==> src/rtl/core/isort_pkg.sv <==
// ----------------------------------------------------------------------------
// isort_pkg
// Shared types, constants and the ordering function of the insertion sorter.
// ----------------------------------------------------------------------------
package isort_pkg;

    localparam int VALUE_W = 32;

    typedef logic signed [VALUE_W-1:0] value_t;

    typedef enum logic [1:0] {
        ST_IDLE,
        ST_INSERT,
        ST_EMIT
    } state_t;

    typedef enum logic [1:0] {
        OP_HOLD,
        OP_LEFT,
        OP_NEW,
        OP_RIGHT
    } cell_op_t;

    typedef struct packed {
        cell_op_t op;
        logic     cmp_en;
    } cell_ctrl_t;

    function automatic logic goes_before(input value_t a, input value_t b, input logic desc);
        logic res;
        if (desc)
        begin
            res = (a > b);
        end
        else
        begin
            res = (a < b);
        end
        return res;
    endfunction

endpackage

==> src/rtl/core/isort_cell.sv <==
// ----------------------------------------------------------------------------
// isort_cell
// One slot of the sorted chain: holds an element, compares it against the
// broadcast value and shifts to or from its neighbors.
// ----------------------------------------------------------------------------
module isort_cell
    import isort_pkg::*;
(
    input  logic       clk,
    input  logic       rst_n,
    input  cell_ctrl_t ctrl,
    input  logic       desc,
    input  value_t     new_value,
    input  value_t     left_value,
    input  value_t     right_value,
    input  logic       right_occ,
    output value_t     value,
    output logic       occ,
    output logic       prec
);

    value_t value_reg;
    value_t value_next;
    logic   occ_reg;
    logic   occ_next;
    logic   prec_reg;
    logic   prec_next;

    always_comb
    begin
        value_next = value_reg;
        occ_next   = occ_reg;
        prec_next  = prec_reg;
        unique case (ctrl.op)
            OP_HOLD:
            begin
                value_next = value_reg;
            end
            OP_LEFT:
            begin
                value_next = left_value;
                occ_next   = 1'b1;
            end
            OP_NEW:
            begin
                value_next = new_value;
                occ_next   = 1'b1;
            end
            OP_RIGHT:
            begin
                value_next = right_value;
                occ_next   = right_occ;
            end
            default:
            begin
                value_next = value_reg;
            end
        endcase
        if (ctrl.cmp_en)
        begin
            prec_next = occ_reg && goes_before(new_value, value_reg, desc);
        end
    end

    always_ff @(posedge clk or negedge rst_n)
    begin
        if (!rst_n)
        begin
            occ_reg  <= 1'b0;
            prec_reg <= 1'b0;
        end
        else
        begin
            occ_reg  <= occ_next;
            prec_reg <= prec_next;
        end
    end

    always_ff @(posedge clk)
    begin
        value_reg <= value_next;
    end

    assign value = value_reg;
    assign occ   = occ_reg;
    assign prec  = prec_reg;

endmodule

==> config.mk <==
export PLATFORM = sky130hd
export DESIGN_NAME = isort_cell
export DESIGN_NICKNAME = d
export VERILOG_FILES = /design/src/rtl/core/isort_pkg.sv /design/src/rtl/core/isort_cell.sv
export SDC_FILE = /design/constraint.sdc
export NUM_CORES = 1
export LEC_CHECK = 0
export BUFFER_PORTS_ARGS = -buffer_cell sky130_fd_sc_hd__clkbuf_2
export CORE_ASPECT_RATIO = 1.4
export CORE_UTILIZATION = 35
export CTS_BUF_LIST = sky130_fd_sc_hd__clkbuf_2
export DETAILED_ROUTE_END_ITERATION = 10
export HOLD_SLACK_MARGIN = 0.02
export PLACE_DENSITY = 0.65
export SETUP_SLACK_MARGIN = 0.2
export SYNTH_ARGS = -nofsm -noshare
export SYNTH_HDL_FRONTEND = slang
export SYNTH_SLANG_ARGS = --single-unit
==> constraint.sdc <==
create_clock -name clk -period 2 [get_ports clk]
set_input_delay 0.3 -clock clk [delete_from_list [all_inputs] [get_ports clk]]
set_output_delay 0.3 -clock clk [all_outputs]
set_load 0.02 [all_outputs]
[Yosys cells after proc, flatten, opt, wreduce, memory -nomap -nowiden]
Index checks and enable logic that the tools add are counted.
W data, S select, Z words.
Operators by class
  muxes and demuxes: 4
  reduce and logical (&&, ||, !) cells: 4
  eq/ne operators: 3
  order comparisons: 2
Operator list (number)
  $pmux W32 S3: 1
  $gt A32 B32 Y1: 1
  $lt A32 B32 Y1: 1
  $eq A2 B2 Y1 const B: 2
  $eq A2 B1 Y1 const B: 1
  $logic_not A2 Y1: 1
  $mux W1: 2
  $pmux W1 S2: 1
  $reduce_bool A2 Y1: 1
  $reduce_or A2 Y1: 1
  $logic_and A1 B1 Y1: 1
Word-level totals
  input bits: 103
  word-level logic and storage cells: 16
  flip-flop bits (word level): 34
  output and inout bits: 34

[Longest topological paths before layout]
Gate-level depths: netlist of the first run.
  word-level depth: 4
  mapped depth: 8
  mapped depth without buffers: 8

[Least setup slack after synthesis of the first run]
OpenSTA, ideal clock, no wires.
  kind: register to register
  start: register value_reg[7] (netlist: value[7])
  end: register prec_reg (netlist: prec)
  setup slack: 0.004 ns
  period minus slack after synthesis: 1.996 ns
  stages on the path, launching flop included: 9
  data required time: 1.921 ns
  setup time: 0.079 ns
  buffers on the path: 0
  data arrival time: 1.917 ns
  cells stage by stage: edfxtp_1 inv_1 ha_1 a21oi_2 o21ai_1 a221o_1 o31a_1 o22ai_2 mux2i_1
Between the ends
  word-level cells in the longest chain between the ends: 4
  elaborated cells between the ends (all ways): 5
  those cells by class: order compare (2); mux (2); reduce/logical (1)
Ends and longest elaborated chain
  from (decl): RTL line isort_cell.sv:22  | value_t value_reg;
  from (signal assigned): RTL line isort_cell.sv:81  | value_reg <= value_next;
  $lt A32 B32 Y1 or $gt A32 B32 Y1 (tied branches): RTL line isort_pkg.sv:37, isort_pkg.sv:33
  $mux W1 (*): RTL line isort_pkg.sv:31  | if (desc)
  $mux W1 (*): RTL line isort_cell.sv:59  | if (ctrl.cmp_en)
  $logic_and A1 B1 Y1 (*): RTL line isort_cell.sv:61  | prec_next = occ_reg && goes_before(new_value, value_reg, desc);
  to (signal assigned): RTL line isort_cell.sv:75  | prec_reg <= prec_next;
  to (decl): RTL line isort_cell.sv:26  | logic prec_reg;
Every way passes the cells marked *; elsewhere a longest branch is shown, timed or not. The select of a mux whose other input is x is not followed.
A chain may end at the register's enable or synchronous reset.

[Final worst setup path of the first run]
  start: register value_reg[9] (netlist: value[9])
  end: register prec_reg (netlist: prec)
Same word-level chain as after synthesis.

==> results of run 1 <==
-- kinds of logic after synthesis --
kind of cell	synth area share (%)
flip-flops	39.8
multiplexers	13.0
AO/OA/AOI/OAI	14.8
adder cells (fa/ha/maj)	15.8
AND/OR/NAND/NOR	9.99
buffers and inverters	6.65
-- layer usage --
| metal | global-route usage, % | up-vias | part of all wire (%) |
|---|---|---|---|
| li1 | - | 1233 | - |
| met1 | 17.8 | 1072 | 39 |
| met2 | 34.5 | 82 | 54 |
| met3 | 3.42 | 9 | 5.2 |
| met4 | 6.21 | 0 | 2.0 |
| met5 | 0 | - | 0 |
-- worst max-delay path by stage --
stage	startpoint	end	slack, ns	cells past startpoint
after global routing	value[12]	prec	-0.003	8
after floorplan	value[7]	prec	0.11	8
after detailed placement	new_value[15]	prec	0.09	8
final	value[9]	prec	0.08	8
after CTS	value[13]	prec	0.09	8
after global placement	new_value[27]	prec	0.12	8
-- synth_stat cells (all sizes together), types with 3 or more instances --
master | number | area [sq um]
a21o | 3 | 22.5
a21oi | 45 | 248
buf | 6 | 26.3
clkbuf | 5 | 18.8
edfxtp | 32 | 961
ha | 32 | 400
inv | 33 | 124
mux2i | 33 | 330
nand2 | 6 | 22.5
nand3 | 3 | 15.0
nand4 | 8 | 50.1
nor2 | 33 | 124
-- layout make-up --
type | count | area (sq um)
Clock buffer | 6 | 30.0
Clock inverter | 2 | 8.76
Fill cell | 682 | 3460
Inverter | 33 | 124
Multi-Input combinational cell | 183 | 1440
Sequential cell | 34 | 1010
Tap cell | 95 | 119
Timing Repair Buffer | 149 | 793
-- repair_timing --
action                     CTS  global route
buffers inserted             5             4
hold endpoints to repair     2             0
setup endpoints to repair    1             1
pin swaps                    1             2
hold buffers                 1             0
gates resized for setup      1             5
-- cell usage in the layout (no fill, tap or decap), types with 2 or more instances in the layout --
cell	instances
inv_1	29
nand4_1	8
a21o_1	3
nor2b_1	2
nor4_2	2
a21oi_2	3
inv_2	4
clkbuf_2	142
nand3_1	3
dfrtp_1	2
o211ai_1	2
nand2_1	6
edfxtp_1	32
nor2_1	33
mux2i_1	33
ha_1	27
buf_4	11
a21oi_1	41
ha_4	5
-- critical path: stages (launching register included) --
cell	delay, ns
edfxtp_1	0.43
inv_1	0.11
ha_4	0.21
nand4_1	0.15
nor2_1	0.07
a221o_1	0.29
o31a_1	0.30
o22ai_2	0.11
mux2i_1	0.19
-- report_power, final --
group	internal [mW]	switching (mW)	leakage [nW]	total, mW
logic	0.347	0.433	1.46	0.780
clock network	0.0862	0.236	0.0304	0.322
registers	0.879	0.0448	0.344	0.924
total	1.31	0.713	1.84	2.03
==> flow_metrics.env, run 1 <==
export IMPL_outcome="finished, final reports clean"
export IMPL_postPlaceCellArea_sq_um=3370
export IMPL_worst_slew_pin_slew_ns=0.807
export IMPL_fin_crit_ns=1.92
export IMPL_seq_area_frac_synth_pct=39.8
export IMPL_synth_ff_type="edfxtp_1"
export IMPL_synth_distinct_cells=33
export IMPL_gr_total_overflow=0
export IMPL_wire_per_inst_um=13.0
export IMPL_fin_util_pct=50.5
export IMPL_ios=137
export IMPL_syn_cell_area_sq_um=2540
export IMPL_min_path_cells=2
export IMPL_coreArea_sq_um=6980
export IMPL_timing_fmax_mhz=519
export IMPL_area_growth_pct=38.7
export IMPL_crit_arrival_ns=2.24
export IMPL_relSlewSlack_pct=46.2
export IMPL_critPathKind="reg2reg"
export IMPL_p_leak_nw=1.84
export IMPL_route_detailed_drc=0
export IMPL_wl_um=6530
export IMPL_slew_viol_final=0
export IMPL_pwr_density_cell_nw_per_um2=575
export IMPL_initial_utilization_pct=36.4
export IMPL_cts_tree="yes"
export IMPL_finalHoldViolCount=0
export IMPL_tns_ns=0
export IMPL_globalRouteTotalUtil_pct=17.6
export IMPL_vias_per_cell=4.77
export IMPL_min_path_type="in2reg"
export IMPL_design_area_sq_um=3520
export IMPL_async_flop_share_pct=5.88
export IMPL_instances_no_fill=502
export IMPL_die_height_um=103
export IMPL_grt_max_degree=66
export IMPL_largest_reg_flops=32
export IMPL_path_clk_slew_ns=0.18
export IMPL_holdPathEnd="occ"
export IMPL_reg2reg_depth=8
export IMPL_insertion_delay_ns=0.36
export IMPL_finalCritPeriodShare_pct=96.2
export IMPL_clockBufferDepth=2
export IMPL_synth_edff_count=32
export IMPL_vias=2396
export IMPL_setup_slack_ns=0.0751
export IMPL_end_kind="register"
export IMPL_grt_first_pass_wirelength_um=9920
export IMPL_fin_skew_ns=0.0191
export IMPL_crit_fanout=3
export IMPL_rrSetupSlack_ns=0.08
export IMPL_p_total_mw=2.03
export IMPL_worstHoldStart="right_occ"
export IMPL_fp_dieW_um=74.0
export IMPL_place_ws_ns=0.0904
export IMPL_syn_inst=261
export IMPL_antenna_found_initial=0
export IMPL_grt_setup_unrepaired="yes"
export IMPL_start_kind="register"
export IMPL_syn_mean_instance_area_sq_um=9.74
export IMPL_finalHoldWorstSlack_ns=0.129
export IMPL_numCtsBuffers=5
export IMPL_hpwl_um=5200
export IMPL_numPortBuffers=136
export IMPL_ant_nets=0
export IMPL_diodes=0
export IMPL_final_nets=541
export IMPL_worst_r2r_startpoint="value[9]"
export IMPL_final_layout_size_suffix_gt1_share_pct=42.3
export IMPL_firstDrtPassIters=4
export IMPL_cts_htree_levels=2
export IMPL_worstPathRequired_ns=2.31
export IMPL_grt_pass1_vias=2184
export IMPL_setup_viol_count_final=0
export IMPL_dp_cells=484
export IMPL_r2r_end="prec"
export IMPL_row_count=36
export IMPL_ctsRootBufferMaster="clkbuf_2"
export IMPL_die_area_sq_um=7610
export IMPL_ys_warnings_count=0
export IMPL_vdd_ir_drop_max_mv=0.296
export IMPL_gp_congestion=0.802
export IMPL_clock_sinks=34
export IMPL_ys_ff_latch=34
export IMPL_drt_initial_drc_count=80
export IMPL_cap_viol_max_count=0
export IMPL_synth_nets=396
Power figures use the tool's default switching activity.
==> run 2: changes to the inputs <==
--- a/config.mk
+++ b/config.mk
@@ -11,7 +11,7 @@
 export CTS_BUF_LIST = sky130_fd_sc_hd__clkbuf_2
 export DETAILED_ROUTE_END_ITERATION = 10
 export HOLD_SLACK_MARGIN = 0.02
-export PLACE_DENSITY = 0.65
+export PLACE_DENSITY = 0.68
 export SETUP_SLACK_MARGIN = 0.2
 export SYNTH_ARGS = -nofsm -noshare
 export SYNTH_HDL_FRONTEND = slang
==> constraint.sdc (replaced) <==
create_clock -name clk -period 1.68 [get_ports clk]
set_input_delay 0.252 -clock clk [delete_from_list [all_inputs] [get_ports clk]]
set_output_delay 0.252 -clock clk [all_outputs]
set_load 0.02 [all_outputs]
==> flow_metrics.env, run 2 (synthesis results as in run 1) <==
export IMPL_finalCritPeriodShare_pct=117
export IMPL_critPathKind="reg2reg"
export IMPL_holdPathEnd="occ"
export IMPL_final_layout_size_suffix_gt1_share_pct=44.8
export IMPL_worstPathRequired_ns=1.98
export IMPL_end_kind="register"
export IMPL_slew_viol_final=0
export IMPL_final_common_cell="clkbuf_2"
export IMPL_wl_um=6500
export IMPL_die_height_um=103
export IMPL_outcome="complete, but fails checks"
export IMPL_fin_skew_ns=0.0235
export IMPL_final_nets=566
export IMPL_ios=137
export IMPL_rrSetupSlack_ns=-0.28
export IMPL_grt_pass1_vias=2319
export IMPL_firstDrtPassIters=4
export IMPL_vdd_ir_drop_max_mv=0.359
export IMPL_grt_first_pass_wirelength_um=10100
export IMPL_tns_ns=-0.278
export IMPL_numCtsBuffers=5
export IMPL_path_clk_slew_ns=0.20
export IMPL_fin_crit_ns=1.96
export IMPL_setup_viol_count_final=1
export IMPL_relSlewSlack_pct=44.1
export IMPL_min_path_cells=2
export IMPL_initial_utilization_pct=36.4
export IMPL_setup_slack_ns=-0.278
export IMPL_row_count=36
export IMPL_instances_no_fill=526
export IMPL_gr_total_overflow=0
export IMPL_vias_per_cell=4.71
export IMPL_pwr_density_cell_nw_per_um2=673
export IMPL_crit_fanout=3
export IMPL_numPortBuffers=136
export IMPL_layout_common_cells="clkbuf_2, a21oi_1, buf_4, mux2i_1, nor2_1"
export IMPL_timing_fmax_mhz=511
export IMPL_ant_nets=0
export IMPL_hpwl_um=5160
export IMPL_route_detailed_drc=0
export IMPL_dp_cells=513
export IMPL_min_path_type="in2reg"
export IMPL_start_kind="register"
export IMPL_largest_reg_flops=32
export IMPL_gp_congestion=0.757
export IMPL_diodes=0
export IMPL_grt_max_degree=66
export IMPL_coreArea_sq_um=6980
export IMPL_wire_per_inst_um=12.4
export IMPL_reg2reg_depth=8
export IMPL_clock_sinks=34
export IMPL_cts_tree="yes"
export IMPL_antenna_found_initial=0
export IMPL_worst_slew_pin_slew_ns=0.839
export IMPL_fp_dieW_um=74.0
export IMPL_grt_setup_unrepaired="yes"
export IMPL_insertion_delay_ns=0.38
export IMPL_ctsRootBufferMaster="clkbuf_2"
export IMPL_vias=2480
export IMPL_clockBufferDepth=2
export IMPL_num_fill_cells=667
export IMPL_die_area_sq_um=7610
export IMPL_failed_checks="negative setup slack"
export IMPL_finalHoldViolCount=0
export IMPL_area_growth_pct=45.2
export IMPL_crit_arrival_ns=2.25
export IMPL_drt_initial_drc_count=28
export IMPL_p_leak_nw=1.96
export IMPL_cts_htree_levels=2
export IMPL_worstHoldStart="right_occ"
export IMPL_worst_r2r_startpoint="value[14]"
export IMPL_globalRouteTotalUtil_pct=17.5
export IMPL_r2r_end="prec"
export IMPL_cap_viol_max_count=0
run 2: area by class of cell:
class | instances | area (sq um) | share of cell area [%]
timing repair buffer | 174 | 983 | 26.7
clock inverter | 1 | 3.75 | 0.102
tap | 95 | 119 | 3.22
clock buffer | 6 | 30.0 | 0.814
inverter | 33 | 124 | 3.36
multi-input combinational | 183 | 1420 | 38.5
sequential | 34 | 1010 | 27.4
run 2: power by group:
| part | switching (mW) | total (mW) | internal, mW |
|---|---|---|---|
| registers | 0.0521 | 1.10 | 1.05 |
| logic | 0.523 | 1.01 | 0.482 |
| clock network | 0.283 | 0.380 | 0.0972 |
| total | 0.858 | 2.48 | 1.63 |
run 2: critical path, stage by stage, from the launching register on:
cell      delay [ns]
edfxtp_1        0.46
inv_2           0.08
ha_4            0.20
a21oi_2         0.10
nand2_1         0.06
a221o_1         0.35
o31a_1          0.29
o22ai_2         0.11
mux2i_1         0.21
run 2: layer usage:
layer  global-route usage, %  up-vias  part of all wire, %  routed length, um
li1                        -     1289                    -                  -
met1                    18.0     1097                   40               2570
met2                    34.5       85                   54               3500
met3                    3.23        9                  4.9                317
met4                    5.62        0                  1.6                102
met5                       0        -                    0                  0
run 2: stage by stage:
stage | instance area [sq um] | total power, mW | hold WS [ns] | utilization, % | worst slack [ns]
3_3_place_gp | 3590 | 2.08 | 0.0561 | 51.4 | -0.168
2_1_floorplan | 2580 | 1.66 | -0.0436 | - | -0.209
6_report | 3690 | 2.48 | 0.0688 | 52.8 | -0.278
5_1_grt | 3690 | 2.67 | 0.0505 | 52.8 | -0.374
3_5_place_dp | 3590 | 2.11 | 0.0552 | 51.4 | -0.236
4_1_cts | 3640 | 2.51 | 0.0658 | 52.2 | -0.266
run 2: worst max-delay path by stage:
stage                   start   end  slack [ns]
floorplan            value[7]  prec       -0.21
global placement    value[23]  prec       -0.17
detailed placement  value[15]  prec       -0.24
CTS                 value[14]  prec       -0.27
global route        value[13]  prec       -0.37
finish              value[14]  prec       -0.28
run 2: repair_timing:
action | in CTS | in global routing
setup endpoints to repair | 1 | 1
gates resized for setup | 0 | 4
pin swaps | 1 | 1
endpoints found under the hold margin | 2 | 0
setup buffers | 2 | 3
hold buffers | 1 | 0
==> run 3: changes to the inputs <==
--- a/config.mk
+++ b/config.mk
@@ -11,7 +11,7 @@
 export CTS_BUF_LIST = sky130_fd_sc_hd__clkbuf_2
 export DETAILED_ROUTE_END_ITERATION = 10
 export HOLD_SLACK_MARGIN = 0.02
-export PLACE_DENSITY = 0.68
+export PLACE_DENSITY_LB_ADDON = 0.08
 export SETUP_SLACK_MARGIN = 0.2
 export SYNTH_ARGS = -nofsm -noshare
 export SYNTH_HDL_FRONTEND = slang
==> flow_metrics.env, run 3 (synthesis results as in run 1) <==
export IMPL_outcome="complete, but fails checks"
export IMPL_failed_checks="negative setup slack"
export IMPL_gp_congestion=0.771
export IMPL_hpwl_um=5190
export IMPL_insertion_delay_ns=0.37
export IMPL_finalHoldViolCount=0
export IMPL_numPortBuffers=136
export IMPL_end_kind="register"
export IMPL_drt_initial_drc_count=46
export IMPL_wl_um=6390
export IMPL_fin_skew_ns=0.0145
export IMPL_setup_slack_ns=-0.214
export IMPL_ant_nets=0
export IMPL_path_clk_slew_ns=0.18
export IMPL_row_count=36
export IMPL_worstPathRequired_ns=1.99
export IMPL_clockBufferDepth=2
export IMPL_critPathKind="reg2reg"
export IMPL_final_layout_size_suffix_gt1_share_pct=45.5
export IMPL_globalRouteTotalUtil_pct=17.3
export IMPL_final_common_cell="clkbuf_2"
export IMPL_vias_per_cell=4.64
export IMPL_min_path_type="in2reg"
export IMPL_grt_setup_unrepaired="yes"
export IMPL_clock_sinks=34
export IMPL_ctsRootBufferMaster="clkbuf_2"
export IMPL_gr_total_overflow=0
export IMPL_finalCritPeriodShare_pct=113
export IMPL_final_nets=563
export IMPL_relSlewSlack_pct=68.9
export IMPL_crit_fanout=2
export IMPL_vias=2430
export IMPL_fp_dieW_um=74.0
export IMPL_die_area_sq_um=7610
export IMPL_area_growth_pct=45.2
export IMPL_p_leak_nw=1.95
export IMPL_cts_htree_levels=2
export IMPL_timing_fmax_mhz=528
export IMPL_coreArea_sq_um=6980
export IMPL_initial_utilization_pct=36.4
export IMPL_grt_first_pass_wirelength_um=9890
export IMPL_route_detailed_drc=0
export IMPL_numCtsBuffers=5
export IMPL_wire_per_inst_um=12.2
export IMPL_vdd_ir_drop_max_mv=0.359
export IMPL_antenna_found_initial=0
export IMPL_diodes=0
export IMPL_worst_slew_pin_slew_ns=0.461
export IMPL_crit_arrival_ns=2.21
export IMPL_place_ws_ns=-0.225
export IMPL_die_height_um=103
export IMPL_layout_common_cells="clkbuf_2, a21oi_1, mux2i_1, nor2_1, buf_4"
export IMPL_cap_viol_max_count=0
export IMPL_fin_crit_ns=1.89
export IMPL_slew_viol_final=0
export IMPL_grt_max_degree=66
export IMPL_largest_reg_flops=32
export IMPL_pwr_density_cell_nw_per_um2=674
export IMPL_start_kind="register"
export IMPL_instances_no_fill=524
export IMPL_setup_viol_count_final=1
export IMPL_ios=137
export IMPL_grt_pass1_vias=2255
export IMPL_cts_tree="yes"
export IMPL_firstDrtPassIters=4
export IMPL_dp_cells=511
-- run 3: critical path, cell delays in order (launching register included) --
cell,delay (ns)
edfxtp_1,0.43
inv_1,0.07
ha_1,0.23
nand4_1,0.14
nor2_1,0.07
a221o_1,0.29
o31a_1,0.30
o22ai_2,0.11
mux2i_1,0.20
-- run 3: layer usage --
metal | share of wire, % | vias to the layer above | track usage (%) | wire length (um)
met5 | 0 | - | 0 | 0
met4 | 1.1 | 0 | 5.33 | 72
met3 | 4.5 | 6 | 2.64 | 287
met2 | 54 | 76 | 33.3 | 3460
met1 | 40 | 1070 | 18.9 | 2570
li1 | - | 1278 | - | -
-- run 3: what timing repair did --
item / 4_1_cts / 5_1_grt
hold endpoints to repair: 2 / 0
endpoints found under the setup margin: 1 / 1
resized for setup: 5 / 1
hold buffers: 1 / 0
buffers inserted: 4 / 0
pin swaps: 12 / 2
-- run 3: area by class of cell --
type / instances / area, sq um
Inverter: 33 / 124
Clock buffer: 8 / 40.0
Tap cell: 95 / 119
Multi-Input combinational cell: 183 / 1440
Sequential cell: 34 / 1010
Fill cell: 673 / 3290
Timing Repair Buffer: 171 / 958
-- run 3: through the flow --
stage          setup TNS (ns)  power [mW]  cell area, sq um  hold slack (ns)  util [%]
2_1_floorplan          -0.209        1.66              2580          -0.0436         -
3_3_place_gp           -0.220        2.08              3570           0.0509      51.1
3_5_place_dp           -0.225        2.09              3570           0.0472      51.1
4_1_cts                -0.233        2.53              3680           0.0412      52.8
5_1_grt                -0.322        2.68              3690           0.0451      52.8
6_report               -0.214        2.49              3690           0.0754      52.8
-- run 3: path summary, 6_finish.rpt --
path                       cells past startpoint  slack (ns)   end  startpoint
setup / recovery                               8       -0.21  prec    value[9]
hold reg to reg                                1        0.59   occ         occ
min in group asynchronous                      2        0.16   occ       rst_n
max in group asynchronous                      2        1.42  prec       rst_n
hold / removal                                 2        0.08   occ   right_occ
setup reg to reg                               8       -0.21  prec    value[9]
-- run 3: report_power, final --
group	total (mW)	switching, mW	internal [mW]	leakage, nW
Sequential	1.10	0.0516	1.05	0.344
Clock	0.399	0.276	0.123	0.0332
Combinational	0.990	0.520	0.470	1.57
